===== config.mk =====
export PLATFORM = sky130hd
export DESIGN_NAME = tiny_byte_machine_execute
export DESIGN_NICKNAME = d
export VERILOG_FILES = /design/src/design/tbm_pkg.sv /design/src/design/tbm_regfile.sv /design/src/design/tbm_exec.sv /design/src/design/tiny_byte_machine_execute.sv
export VERILOG_INCLUDE_DIRS = /design/src /design/src/design
export SDC_FILE = /design/constraint.sdc
export NUM_CORES = 1
export LEC_CHECK = 0
export BUFFER_PORTS_ARGS = -buffer_cell sky130_fd_sc_hd__buf_4
export CORE_MARGIN = 2
export CORE_UTILIZATION = 30
export DETAILED_ROUTE_END_ITERATION = 7
export PLACE_DENSITY_LB_ADDON = 0.2
export SYNTH_ARGS = -nofsm -noshare
export SYNTH_HDL_FRONTEND = slang
export SYNTH_HIERARCHICAL = 1
export SYNTH_SLANG_ARGS = --single-unit

===== constraint.sdc =====
create_clock -name clk -period 4.7 [get_ports clk]
set_input_delay 0.94 -clock clk [delete_from_list [all_inputs] [get_ports clk]]
set_output_delay 0.94 -clock clk [all_outputs]
set_load 0.02 [all_outputs]

===== src/design/assert_macros.svh =====
// assertion macros used by the top-level design file
// expects clk and rst_n in the scope of the user
`ifndef ASSERT_MACROS_SVH
`define ASSERT_MACROS_SVH

// property checked on every rising clk edge outside reset
`define ASSERT_CLK(label, prop, msg) \
    label: assert property (@(posedge clk) disable iff (!rst_n) (prop)) else $error(msg);

// condition that must never hold outside reset
`define ASSERT_NEVER(label, cond, msg) \
    label: assert property (@(posedge clk) disable iff (!rst_n) !(cond)) else $error(msg);

`endif


===== src/design/tbm_pkg.sv =====
// shared constants and types for the byte machine execute block
// no dependencies
package tbm_pkg;

    localparam int REG_COUNT   = 6;
    localparam int PORT_SELECT = 7;
    localparam int REG_AW      = (REG_COUNT > 1) ? $clog2(REG_COUNT) : 1;

    localparam logic [7:0] REG_COUNT_B   = 8'(REG_COUNT);
    localparam logic [7:0] PORT_SELECT_B = 8'(PORT_SELECT);

    // opcode bit positions
    localparam int IMM_FIRST_BIT  = 7;
    localparam int IMM_SECOND_BIT = 6;
    localparam int COND_BIT       = 5;

    // alu operation codes
    localparam logic [4:0] OP_ADD = 5'd0;
    localparam logic [4:0] OP_SUB = 5'd1;
    localparam logic [4:0] OP_AND = 5'd2;
    localparam logic [4:0] OP_OR  = 5'd3;
    localparam logic [4:0] OP_NOT = 5'd4;
    localparam logic [4:0] OP_XOR = 5'd5;

    // conditional jump codes
    localparam logic [4:0] CMP_EQ = 5'd0;
    localparam logic [4:0] CMP_NE = 5'd1;
    localparam logic [4:0] CMP_LT = 5'd2;
    localparam logic [4:0] CMP_LE = 5'd3;
    localparam logic [4:0] CMP_GT = 5'd4;
    localparam logic [4:0] CMP_GE = 5'd5;

    typedef struct packed {
        logic [7:0] opcode;
        logic [7:0] first_sel;
        logic [7:0] second_sel;
        logic [7:0] target;
        logic [7:0] port_in_first;
        logic [7:0] port_in_second;
    } instr_t;

    typedef struct packed {
        logic [7:0]        next_index;
        logic              port_out_valid;
        logic [7:0]        port_out_value;
        logic              fault;
        logic              wr_en;
        logic [REG_AW-1:0] wr_addr;
        logic [7:0]        wr_data;
    } exec_res_t;

endpackage


===== src/design/tbm_regfile.sv =====
// register file: synchronous two-read one-write memory with registered read data
// depends on tbm_pkg
module tbm_regfile (
    input  logic                      clk,
    input  logic                      rst_n,
    input  logic                      rd_en,
    input  logic [tbm_pkg::REG_AW-1:0] rd_addr_a,
    input  logic [tbm_pkg::REG_AW-1:0] rd_addr_b,
    input  logic                      wr_en,
    input  logic [tbm_pkg::REG_AW-1:0] wr_addr,
    input  logic [7:0]                wr_data,
    output logic [7:0]                rd_data_a,
    output logic [7:0]                rd_data_b
);
    import tbm_pkg::*;

    logic [7:0]           mem [REG_COUNT];
    logic [REG_COUNT-1:0] written_reg;
    logic [7:0]           rd_data_a_reg;
    logic [7:0]           rd_data_b_reg;

    always_ff @(posedge clk)
    begin
        if (wr_en)
        begin
            mem[wr_addr] <= wr_data;
        end
    end

    // entries never written read as zero
    always_ff @(posedge clk or negedge rst_n)
    begin
        if (!rst_n)
        begin
            written_reg <= '0;
        end
        else if (wr_en)
        begin
            written_reg[wr_addr] <= 1'b1;
        end
    end

    // write-through so a read in the same cycle as a write sees the new byte
    always_ff @(posedge clk)
    begin
        if (rd_en)
        begin
            if (wr_en && wr_addr == rd_addr_a)
                rd_data_a_reg <= wr_data;
            else if (written_reg[rd_addr_a])
                rd_data_a_reg <= mem[rd_addr_a];
            else
                rd_data_a_reg <= 8'd0;

            if (wr_en && wr_addr == rd_addr_b)
                rd_data_b_reg <= wr_data;
            else if (written_reg[rd_addr_b])
                rd_data_b_reg <= mem[rd_addr_b];
            else
                rd_data_b_reg <= 8'd0;
        end
    end

    assign rd_data_a = rd_data_a_reg;
    assign rd_data_b = rd_data_b_reg;

endmodule


===== src/design/tbm_exec.sv =====
// execute stage: operand select, alu, jump compare, writeback decision
// depends on tbm_pkg
module tbm_exec (
    input  tbm_pkg::instr_t    instr,
    input  logic [7:0]         reg_a,
    input  logic [7:0]         reg_b,
    input  logic [7:0]         instr_index,
    output tbm_pkg::exec_res_t res
);
    import tbm_pkg::*;

    logic [7:0] op_a;
    logic [7:0] op_b;
    logic [4:0] code;
    logic [7:0] alu;
    logic       take;
    logic       bad;

    function automatic logic [7:0] pick(input logic imm, input logic [7:0] sel,
                                        input logic [7:0] port, input logic [7:0] rdat);
        logic [7:0] v;
        if (imm)
            v = sel;
        else if (sel == PORT_SELECT_B)
            v = port;
        else if (sel < REG_COUNT_B)
            v = rdat;
        else
            v = 8'd0;
        return v;
    endfunction

    assign op_a = pick(instr.opcode[IMM_FIRST_BIT], instr.first_sel,
                       instr.port_in_first, reg_a);
    assign op_b = pick(instr.opcode[IMM_SECOND_BIT], instr.second_sel,
                       instr.port_in_second, reg_b);
    assign code = instr.opcode[4:0];

    always_comb
    begin
        alu  = 8'd0;
        take = 1'b0;
        bad  = 1'b0;
        if (instr.opcode[COND_BIT])
        begin
            unique case (code)
                CMP_EQ:  take = (op_a == op_b);
                CMP_NE:  take = (op_a != op_b);
                CMP_LT:  take = (op_a < op_b);
                CMP_LE:  take = (op_a <= op_b);
                CMP_GT:  take = (op_a > op_b);
                CMP_GE:  take = (op_a >= op_b);
                default: bad  = 1'b1;
            endcase
        end
        else
        begin
            unique case (code)
                OP_ADD:  alu = op_a + op_b;
                OP_SUB:  alu = op_a - op_b;
                OP_AND:  alu = op_a & op_b;
                OP_OR:   alu = op_a | op_b;
                OP_NOT:  alu = ~op_a;
                OP_XOR:  alu = op_a ^ op_b;
                default: bad = 1'b1;
            endcase
        end
    end

    always_comb
    begin
        res                = '0;
        res.fault          = bad;
        res.wr_addr        = instr.target[REG_AW-1:0];
        res.wr_data        = alu;
        if (bad)
            res.next_index = instr_index;
        else if (instr.opcode[COND_BIT] && take)
            res.next_index = instr.target;
        else
            res.next_index = instr_index + 8'd1;

        // register destination wins over the output port
        if (!bad && !instr.opcode[COND_BIT])
        begin
            if (instr.target < REG_COUNT_B)
                res.wr_en = 1'b1;
            else if (instr.target == PORT_SELECT_B)
            begin
                res.port_out_valid = 1'b1;
                res.port_out_value = alu;
            end
        end
    end

endmodule


===== src/design/tiny_byte_machine_execute.sv =====
// top level of the byte machine execute block
// depends on tbm_pkg, tbm_regfile, tbm_exec and assert_macros.svh
//
// Executes one instruction per clock cycle, back to back, as long as the
// result side keeps taking results. Each transaction passes two stages: at
// acceptance the register file memory is read at both operand selectors, and
// once the result register is free the execute stage forms the operands, runs
// the alu or the jump compare, writes the register file and loads the result
// register. A register written by one instruction is seen by the next through
// write-through on the memory read port. The register file resets to zero
// through per-entry written flags, with no clearing pass.
`include "assert_macros.svh"

module tiny_byte_machine_execute (
    input  logic       clk,
    input  logic       rst_n,
    input  logic       in_valid,
    output logic       in_ready,
    input  logic [7:0] instr_opcode,
    input  logic [7:0] first_sel,
    input  logic [7:0] second_sel,
    input  logic [7:0] target,
    input  logic [7:0] port_in_first,
    input  logic [7:0] port_in_second,
    output logic       out_valid,
    input  logic       out_ready,
    output logic [7:0] next_index,
    output logic       port_out_valid,
    output logic [7:0] port_out_value,
    output logic       fault
);
    import tbm_pkg::*;

    instr_t            s1_instr_reg;
    logic              s1_valid_reg;
    logic              s1_valid_next;
    logic [7:0]        instr_index_reg;
    logic              out_valid_reg;
    logic              out_valid_next;
    logic [7:0]        next_index_reg;
    logic              port_out_valid_reg;
    logic [7:0]        port_out_value_reg;
    logic              fault_reg;

    logic              accept;
    logic              s1_adv;
    logic [REG_AW-1:0] rd_addr_a;
    logic [REG_AW-1:0] rd_addr_b;
    logic [7:0]        reg_a;
    logic [7:0]        reg_b;
    exec_res_t         res;

    assign s1_adv   = s1_valid_reg && (!out_valid_reg || out_ready);
    assign in_ready = !s1_valid_reg || s1_adv;
    assign accept   = in_valid && in_ready;

    // out-of-range selectors read entry zero, the data is not used then
    assign rd_addr_a = (first_sel < REG_COUNT_B) ? first_sel[REG_AW-1:0] : '0;
    assign rd_addr_b = (second_sel < REG_COUNT_B) ? second_sel[REG_AW-1:0] : '0;

    tbm_regfile u_regfile (
        .clk       (clk),
        .rst_n     (rst_n),
        .rd_en     (accept),
        .rd_addr_a (rd_addr_a),
        .rd_addr_b (rd_addr_b),
        .wr_en     (s1_adv && res.wr_en),
        .wr_addr   (res.wr_addr),
        .wr_data   (res.wr_data),
        .rd_data_a (reg_a),
        .rd_data_b (reg_b)
    );

    tbm_exec u_exec (
        .instr       (s1_instr_reg),
        .reg_a       (reg_a),
        .reg_b       (reg_b),
        .instr_index (instr_index_reg),
        .res         (res)
    );

    always_comb
    begin
        s1_valid_next = s1_valid_reg;
        if (accept)
            s1_valid_next = 1'b1;
        else if (s1_adv)
            s1_valid_next = 1'b0;

        out_valid_next = out_valid_reg;
        if (s1_adv)
            out_valid_next = 1'b1;
        else if (out_ready)
            out_valid_next = 1'b0;
    end

    always_ff @(posedge clk or negedge rst_n)
    begin
        if (!rst_n)
        begin
            s1_valid_reg    <= 1'b0;
            out_valid_reg   <= 1'b0;
            instr_index_reg <= 8'd0;
        end
        else
        begin
            s1_valid_reg  <= s1_valid_next;
            out_valid_reg <= out_valid_next;
            if (s1_adv)
                instr_index_reg <= res.next_index;
        end
    end

    always_ff @(posedge clk)
    begin
        if (accept)
        begin
            s1_instr_reg.opcode         <= instr_opcode;
            s1_instr_reg.first_sel      <= first_sel;
            s1_instr_reg.second_sel     <= second_sel;
            s1_instr_reg.target         <= target;
            s1_instr_reg.port_in_first  <= port_in_first;
            s1_instr_reg.port_in_second <= port_in_second;
        end
        if (s1_adv)
        begin
            next_index_reg     <= res.next_index;
            port_out_valid_reg <= res.port_out_valid;
            port_out_value_reg <= res.port_out_value;
            fault_reg          <= res.fault;
        end
    end

    assign out_valid      = out_valid_reg;
    assign next_index     = next_index_reg;
    assign port_out_valid = port_out_valid_reg;
    assign port_out_value = port_out_value_reg;
    assign fault          = fault_reg;

    `ASSERT_CLK(a_fault_no_port, (out_valid_reg && fault_reg) |-> !port_out_valid_reg,
        "faulting instruction drove the output port")
    `ASSERT_CLK(a_index_hold, (s1_valid_reg && !s1_adv) |=> $stable(instr_index_reg),
        "instruction index moved while execute stage stalled")
    `ASSERT_CLK(a_fault_index, (s1_adv && res.fault) |=> $stable(instr_index_reg),
        "faulting instruction changed the instruction index")
    `ASSERT_NEVER(a_ready_stall, !in_ready && !(s1_valid_reg && out_valid_reg && !out_ready),
        "input held off without a downstream stall")

endmodule


After elaboration in Yosys (flattened, before gate mapping):

Memory sizes are Yosys's and may differ from the RTL's.
Cells that the tools add are included.

* add/sub/neg operators: 3
* $lt $le $gt $ge: 13
* equality and inequality tests: 12
* mux-type cells: 34
* bitwise logic cells: 7
* reduce and logical (&&, ||, !) cells: 19

Operator list (count)
* $mux 8: 13
* $pmux 8 s6: 1
* $lt 8x3->1 const B: 5
* $eq 8x3->1 const B: 3
* $mux 1: 13
* $lt 3x4->1 const B: 3
* $eq 5x2->1 const B: 2
* $eq 5x3->1 const B: 2
* $mux 9: 1
* $add 8x1->8 const B: 1
* $add 8x8->8: 1
* $and 8x8->8: 1
* $eq 8x8->1: 1
* $ge 8x8->1: 1
* $gt 8x8->1: 1
* $le 8x8->1: 1
* $logic_and 1x1->1: 8
* $lt 8x8->1: 1
* $ne 8x8->1: 1
* $not 8->8: 1
* $or 8x8->8: 1
* $sub 8x8->8: 1
* $xor 8x8->8: 1
* $bmux 1 s3: 2
* other kinds (15): 22

* register bits after elaboration: 98
* memory bits (writable): 48
* bits of input ports: 52
* output and inout bits: 20
* logic and storage cells: 105
* memories kept: 1

Memories
* u_regfile.mem: words 6, width 8, rd ports 2, clocked after memory_dff 0, write ports 1, RTL line tbm_regfile.sv:17 `logic [7:0] mem [REG_COUNT];`

Depth between registers and ports, before layout:

Gate-level depths: netlist of the first run.

* depth after elaboration: 10
* mapped depth: 15
* mapped depth without buffers: 15

Modules after synthesis:

The synthesis of the first run kept the hierarchy.

Modules (own cells, without submodules)
* tbm_regfile: times used 1, cells each 219, area each 3320.7 um2, seq. area each 2072.0 um2
* tiny_byte_machine_execute: times used 1, cells each 108, area each 2493.6 um2, seq. area each 2232.1 um2
* tbm_exec: times used 1, cells each 339, area each 2215.9 um2, seq. area each 0.0 um2

Worst setup path after synthesis of the first run:

OpenSTA, ideal clock, no wires.

* kind: register to register
* start point: register s1_instr_reg[31] (netlist bit)
* end point: register instr_index_reg[2]
* library setup time: 125 ps
* data arrival time: 4276 ps
* data required time: 4575 ps
* slack: 299 ps
* cell stages (with the launch flop): 14
* path buffers: 0
* clock period less this slack: 4401 ps
* cells stage by stage: edfxtp_1 -> or4_1 -> nor3_1 -> a22oi_1 -> o21ai_0 -> inv_1 -> ha_1 -> or4b_4 -> o2111ai_1 -> a22o_1 -> nand4_1 -> o21ai_4 -> mux2_1 -> mux2_4

RTL lines
* start, declared: RTL line tiny_byte_machine_execute.sv:34 `instr_t s1_instr_reg;`
* end signal, assigned: RTL line tiny_byte_machine_execute.sv:110 `instr_index_reg <= res.next_index;`
* end, declared: RTL line tiny_byte_machine_execute.sv:37 `logic [7:0] instr_index_reg;`

==> reports/qor.csv, run 1 <==
stage,metric,value,unit
pwr,P_int,2.48,mW
global_routing,first-pass GRT wire length,33600,um
floorplanning,row count,59,
synth,Synth warnings,6,
clock_tree,CTS buffer count,17,
timing,Slew HR,37.3,%
setup_path,crit end category,flop,
clock_tree,clk root buf,clkbuf_16,
setup_path,Reg-to-Reg End,instr_index_reg[2],
pwr,sw frac,24.7,%
drt,DR iter-0 viols,397,
drt,DRT Wirelength,21800,um
global_routing,grt total ovfl,0,
timing,Setup TNS Final,0,ps
pwr,pwr/cell area,343,nW/um2
setup_path,Worst Reg-to-Reg Cells,14,
timing,Slew Limit Fails,0,
floorplanning,full die area,28100,um2
timing,Fmax,226,MHz
clock_tree,clk_lat worst skew,420,ps
final_layout,layout cells sized above 1,25.8,%
setup_path,crit-path max cell delay,560,ps
setup_path,Setup CP Type,flop to flop,
final_layout,fill count,2499,
global_routing,GRT Total Usage,15.8,%
clock_tree,CTS tree,built,
pwr,Gate power share,12.5,%
placement,GPL Wtd Cong,0.861,
final_layout,# nets final,833,
final_layout,P&R area growth vs syn,19.6,%
synth,Yosys reg bits,146,
synth,sequential cell area fraction in the yosys report,53.6,%
timing,post-layout min period,4420,ps
job,Max-cap violations,0,
setup_path,slowest CP cell,or4_1,
setup_path,crit path max fanout,8,
synth,Synth Area per Inst,12.1,um2
drt,drt via density,5.15,
timing,RSZ-0062 raised after global routing,no,
synth,count of cell types in the netlist,76,
pwr,Net Switching,0.816,mW
setup_path,crit path cell chain,"or4_1, a211oi_2, buf_4, a22oi_1, o21ai_0, inv_1, ha_1, or4_4, o2111ai_1, a22o_1, nand4_1, o21ai_4, mux2_1, mux2_4",
final_layout,area of the multi-input gates,3420,um2
setup_path,crit path buf inv count,2,
setup_path,Worst EP required,5000,ps
drt,DRC Markers,0,
timing,period utilisation layout,94.1,%
drt,"antenna viol nets, final",0,
floorplanning,starting density of the core,30.6,%
pwr,Flop pwr share,47.4,%
hold_path,Hold Crit Class,primary input to async pin,
synth,Post-synth ARST share,11.0,%
setup_path,"reg-to-reg slack, setup",280,ps
setup_path,reg-to-reg startpoint,s1_instr_reg[31],
clock_tree,H-Tree Depth,4,
timing,"Setup violations, final",0,
floorplanning,Die Ht,168,um
placement,Port Buffer Count,71,
pwr,Design Power,3.30,mW
timing,final hold vios,0,
placement,HPWL after detailed placement,16200,um
pwr,Lkg Pwr,3.33,nW
floorplanning,# IOs,72,
drt,routed via count,5669,
setup_path,Top delay family on crit path,compound AO/OA/AOI/OAI gates,
pwr,clock share of power,40.1,%
synth,"Top FF cell, synth",edfxtp_1,
pwr,peak supply drop,0.146,mV
global_routing,number of global-route vias before repair,5759,
global_routing,antenna violations before repair,0,
status,status,"complete, no violations",
final_layout,ant diodes,0,
setup_path,CP arrival,4720,ps
floorplanning,CORE AREA,26200,um2
drt,DR WL/cell,19.8,um
clock_tree,CTS max path bufs,2,
synth,"Cell Area, Synth",8030,um2
synth,"EDFF count, synth",130,
clock_tree,Worst-path clk slew,60,ps
drt,drt pass-1 iters,5,
setup_path,CP startpoint kind,flop,
synth,Post-Synthesis Cells,666,
floorplanning,Die X,168,um
final_layout,Storage cell area,4300,um2
timing,slew at the pin closest to its max-slew limit,934,ps
clock_tree,hold buffer count at CTS,0,
timing,Clock Skew,10.6,ps
clock_tree,# clock sinks,146,
global_routing,pin count of the biggest net entering global routing,37,
synth,syn nets,747,
==> how the worst max path moves through the flow <==
stage	startpoint	end	slack, ps	depth (start not counted)
finish	s1_instr_reg[31]	instr_index_reg[2]	280	14
global route	s1_instr_reg[29]	u_regfile/rd_data_a[4]	6	17
CTS	s1_instr_reg[31]	u_regfile/rd_data_b[4]	220	17
global placement	s1_instr_reg[31]	u_regfile/rd_data_b[4]	330	17
floorplan	s1_instr_reg[31]	instr_index_reg[2]	300	13
detailed placement	s1_instr_reg[31]	u_regfile/rd_data_b[4]	250	17
==> cell usage in the layout, fill, tap and decap left out, drive strengths merged, types with 16 or more instances in the layout <==
master	instances
a21oi	28
buf	102
clkbuf	23
dfrtp	16
edfxtp	130
ha	27
inv	32
mux2i	26
mux4	16
nand2	72
nor2	41
nor3	16
o21ai	56
==> synth_stat cells, types with 16 or more instances <==
cell / number / area share [%]
mux2i_1: 25 / 3.1
ha_1: 27 / 4.2
o21ai_0: 29 / 1.8
inv_1: 32 / 1.5
nor2_1: 41 / 1.9
mux4_2: 16 / 4.5
o21ai_1: 24 / 1.5
nand2_1: 71 / 3.3
edfxtp_1: 130 / 49
nor3_1: 16 / 1.0
a21oi_1: 28 / 1.7
dfrtp_1: 16 / 5.0
==> through the flow <==
stage	setup WS (ps)	instances	util [%]	hold slack (ps)	area [um2]
floorplan	299	666	-	461	8030
global placement	332	1068	34.4	485	9020
detailed placement	249	1068	34.4	483	9020
CTS	223	1100	36.6	372	9600
global route	6.33	1100	36.7	389	9610
finish	277	1100	36.7	389	9610
==> cell families (layout without fill, tap and decap cells) <==
group	after synthesis	count (layout)	share of synthesized area, %
AND/OR/NAND/NOR	202	202	12.8
AO/OA/AOI/OAI	158	158	13.7
flip-flops	146	146	53.6
buffers and inverters	67	166	4.21
multiplexers	53	53	9.80
adder cells (fa/ha/maj)	29	29	4.71
XOR/XNOR	11	11	1.20
==> power by group through the flow <==
stage	combinational [mW]	sequential [mW]	clock, mW
2_1_floorplan	0.254	1.58	0
3_3_place_gp	0.404	1.59	0
3_5_place_dp	0.407	1.59	0
4_1_cts	0.409	1.56	1.36
5_1_grt	0.450	1.57	1.41
6_report	0.412	1.56	1.32
==> cell type report <==
type,count,share of cell area [%]
clock inverters,9,0.833
inverters,32,1.25
repair buffers,102,7.97
flip-flops and latches,146,44.8
well taps,335,4.36
multi-input cells,453,35.6
clock buffers,23,5.21
==> repair_timing <==
action,4_1_cts,5_1_grt
setup endpoints to repair,0,10
buffers inserted,0,0
resized for setup,0,2
==> metal layers <==
metal,wire length (um),global-route usage [%],up-vias
met2,10800,26.9,131
li1,-,-,2676
met5,0,0,-
met3,696,2.48,29
met4,586,6.28,0
met1,9660,20.2,2833
No activity file was read; power rests on OpenSTA's default activity.
==> run 2: changes to the inputs <==
--- a/config.mk
+++ b/config.mk
@@ -8,9 +8,9 @@
 export LEC_CHECK = 0
 export BUFFER_PORTS_ARGS = -buffer_cell sky130_fd_sc_hd__buf_4
 export CORE_MARGIN = 2
-export CORE_UTILIZATION = 30
+export CORE_UTILIZATION = 54
 export DETAILED_ROUTE_END_ITERATION = 7
-export PLACE_DENSITY_LB_ADDON = 0.2
+export PLACE_DENSITY = 0.83
 export SYNTH_ARGS = -nofsm -noshare
 export SYNTH_HDL_FRONTEND = slang
 export SYNTH_HIERARCHICAL = 1
==> reports/qor.csv, run 2 (synthesis results as in run 1) <==
stage,metric,value,unit,change
status,status,"complete, no violations",,
clock_tree,Worst-path clk slew,60,ps,about the same
timing,Min Hold Slack,369,ps,-20.5 ps
final_layout,P&R area growth vs syn,17.7,%,
setup_path,CP startpoint kind,flop,,
pwr,Flop pwr share,47.4,%,about the same
pwr,Net Switching,0.873,mW,+7.0%
setup_path,Top delay family on crit path,compound AO/OA/AOI/OAI gates,,
timing,"Setup violations, final",0,,unchanged
floorplanning,Die X,126,um,-25%
floorplanning,full die area,15900,um2,-44%
floorplanning,Die Ht,126,um,-25%
job,Max-cap violations,0,,unchanged
drt,routed via count,5917,,+4.4%
floorplanning,# IOs,72,,unchanged
floorplanning,CORE AREA,14500,um2,-45%
timing,Slew Limit Fails,0,,unchanged
final_layout,# nets final,837,,+0.48%
global_routing,number of global-route vias before repair,5972,,+3.7%
floorplanning,starting density of the core,55.3,%,+25 points
clock_tree,CTS tree,built,,
setup_path,crit path buf inv count,2,,unchanged
pwr,clock share of power,39.9,%,-0.2 points
final_layout,"Core Util, Final",65.1,%,+28 points
pwr,Gate power share,12.7,%,+0.2 points
floorplanning,row count,44,,-25%
clock_tree,clk root buf,clkbuf_16,,
drt,DRT Wirelength,20800,um,-4.4%
pwr,pwr/cell area,349,nW/um2,+1.6%
timing,Clock Skew,9.75,ps,-0.869 ps
setup_path,Reg-to-Reg End,instr_index_reg[2],,
final_layout,ant diodes,0,,unchanged
setup_path,reg-to-reg startpoint,s1_instr_reg[29],,
global_routing,pin count of the biggest net entering global routing,34,,-8.1%
setup_path,crit-path max cell delay,590,ps,+30 ps
setup_path,crit path cell chain,"or4_4, a211oi_4, buf_4, a22oi_1, o21ai_0, inv_1, ha_1, or4b_4, o2111ai_1, a22o_1, nand4_1, o21ai_4, mux2_1, mux2_4",,
final_layout,"commonest non-fill, non-tap cell in the layout",edfxtp_1,,
setup_path,Setup CP Type,flop to flop,,
hold_path,Hold Crit Class,primary input to async pin,,
setup_path,Worst EP required,5010,ps,about the same
pwr,Lkg Pwr,3.34,nW,+0.46%
pwr,Design Power,3.30,mW,about the same
placement,GPL Wtd Cong,0.952,,+11%
drt,drt pass-1 iters,7,,+2
drt,"antenna viol nets, final",0,,unchanged
timing,period utilisation layout,97.4,%,+3.3 points
drt,drt via density,6.21,,+20%
timing,Fmax,218,MHz,-3.4%
timing,final hold vios,0,,unchanged
final_layout,"commonest non-fill, non-tap cells in the layout","edfxtp_1, buf_4, nand2_1",,
clock_tree,# clock sinks,146,,unchanged
placement,HPWL after detailed placement,14800,um,-8.7%
setup_path,"reg-to-reg slack, setup",120,ps,-160 ps
clock_tree,CTS buffer count,17,,unchanged
pwr,sw frac,26.5,%,+1.7 points
clock_tree,H-Tree Depth,4,,unchanged
placement,Port Buffer Count,71,,unchanged
drt,DR iter-0 viols,526,,+32%
final_layout,fill count,1063,,-57%
pwr,peak supply drop,0.257,mV,+75%
global_routing,GRT Total Usage,26.7,%,+11 points
placement,dpl ws,-8.60,ps,-258 ps
drt,DR WL/cell,21.8,um,+10%
global_routing,antenna violations before repair,0,,unchanged
clock_tree,CTS max path bufs,2,,unchanged
drt,DRC Markers,0,,unchanged
timing,Slew HR,27.6,%,-9.6 points
clock_tree,clk_lat worst skew,430,ps,about the same
timing,post-route setup slack,122,ps,-155 ps
timing,slew at the pin closest to its max-slew limit,1080,ps,+143 ps
setup_path,crit path max fanout,6,,-2
global_routing,first-pass GRT wire length,32600,um,-3.1%
setup_path,CP arrival,4890,ps,+170 ps
global_routing,grt total ovfl,0,,unchanged
setup_path,source of the critical timing path,s1_instr_reg[29],,
setup_path,Worst Reg-to-Reg Cells,14,,unchanged
timing,post-layout min period,4580,ps,+155 ps
setup_path,slowest CP cell,or4b_4,,
setup_path,crit end category,flop,,
final_layout,layout cells sized above 1,26.5,%,+0.78 points
pwr,P_int,2.43,mW,-2.3%
==> run 2: changes by cell type in the layout (fill, tap and decap cells not counted), sizes merged <==
cell | previous run | this run
buf | 102 | 106
clkbuf | 23 | 17
clkinv | 7 | 6
clkinvlp | 1 | 2
inv | 32 | 38
==> run 2: timing repair <==
| item | 4_1_cts | 5_1_grt |
|---|---|---|
| hold buffers | 0 | 0 |
| setup buffers | 0 | 4 |
| pin swaps | 0 | 3 |
| gates resized for setup | 1 | 2 |
| setup endpoints to repair | 2 | 9 |
==> run 2: cell type report <==
cell class	instances	area, um2	share of cell area (%)
Clock inverter	15	149	1.57
Inverter	32	120	1.27
Tap cell	184	230	2.43
Clock buffer	17	425	4.50
Multi-Input combinational cell	453	3430	36.3
Timing Repair Buffer	106	796	8.42
Sequential cell	146	4300	45.5
==> run 2: stage by stage <==
step	std cells	TNS, ps	cell area, um2
2_1_floorplan	666	0	8030
3_3_place_gp	917	0	8840
3_5_place_dp	917	-11.6	8840
4_1_cts	949	0	9420
5_1_grt	953	-96.0	9460
6_report	953	0	9460
==> run 2: worst max-delay path by stage <==
stage | end | slack, ps | cells after the start
2_1_floorplan | instr_index_reg[2] | 300 | 13
4_1_cts | instr_index_reg[7] | 20 | 13
6_report | instr_index_reg[2] | 120 | 14
5_1_grt | instr_index_reg[7] | -50 | 14
3_3_place_gp | instr_index_reg[7] | 250 | 13
3_5_place_dp | instr_index_reg[2] | -9 | 13
==> run 2: routing by layer <==
layer	vias to the layer above	global-route usage [%]	wire [um]
li1	2690	-	-
met4	0	11.4	638
met5	-	0	0
met1	2908	33.8	8180
met2	263	45.8	10600
met3	56	4.16	1360
==> run 2: worst reg2reg max path, delay by kind of cell, from the launching register on <==
family,cells,cell delay [ps]
and+or+nand+nor,3,1340
adders and majority gates,1,360
AOI/OAI and AO/OA,6,1340
muxes,2,670
buffers and inverters,2,330
DFF,1,430
==> run 2: power groups by stage <==
| stage | clock (mW) | combinational, mW | sequential [mW] |
|---|---|---|---|
| detailed placement | 0 | 0.408 | 1.59 |
| global placement | 0 | 0.391 | 1.58 |
| global route | 1.38 | 0.452 | 1.57 |
| floorplan | 0 | 0.254 | 1.58 |
| finish | 1.32 | 0.419 | 1.56 |
| CTS | 1.33 | 0.410 | 1.56 |
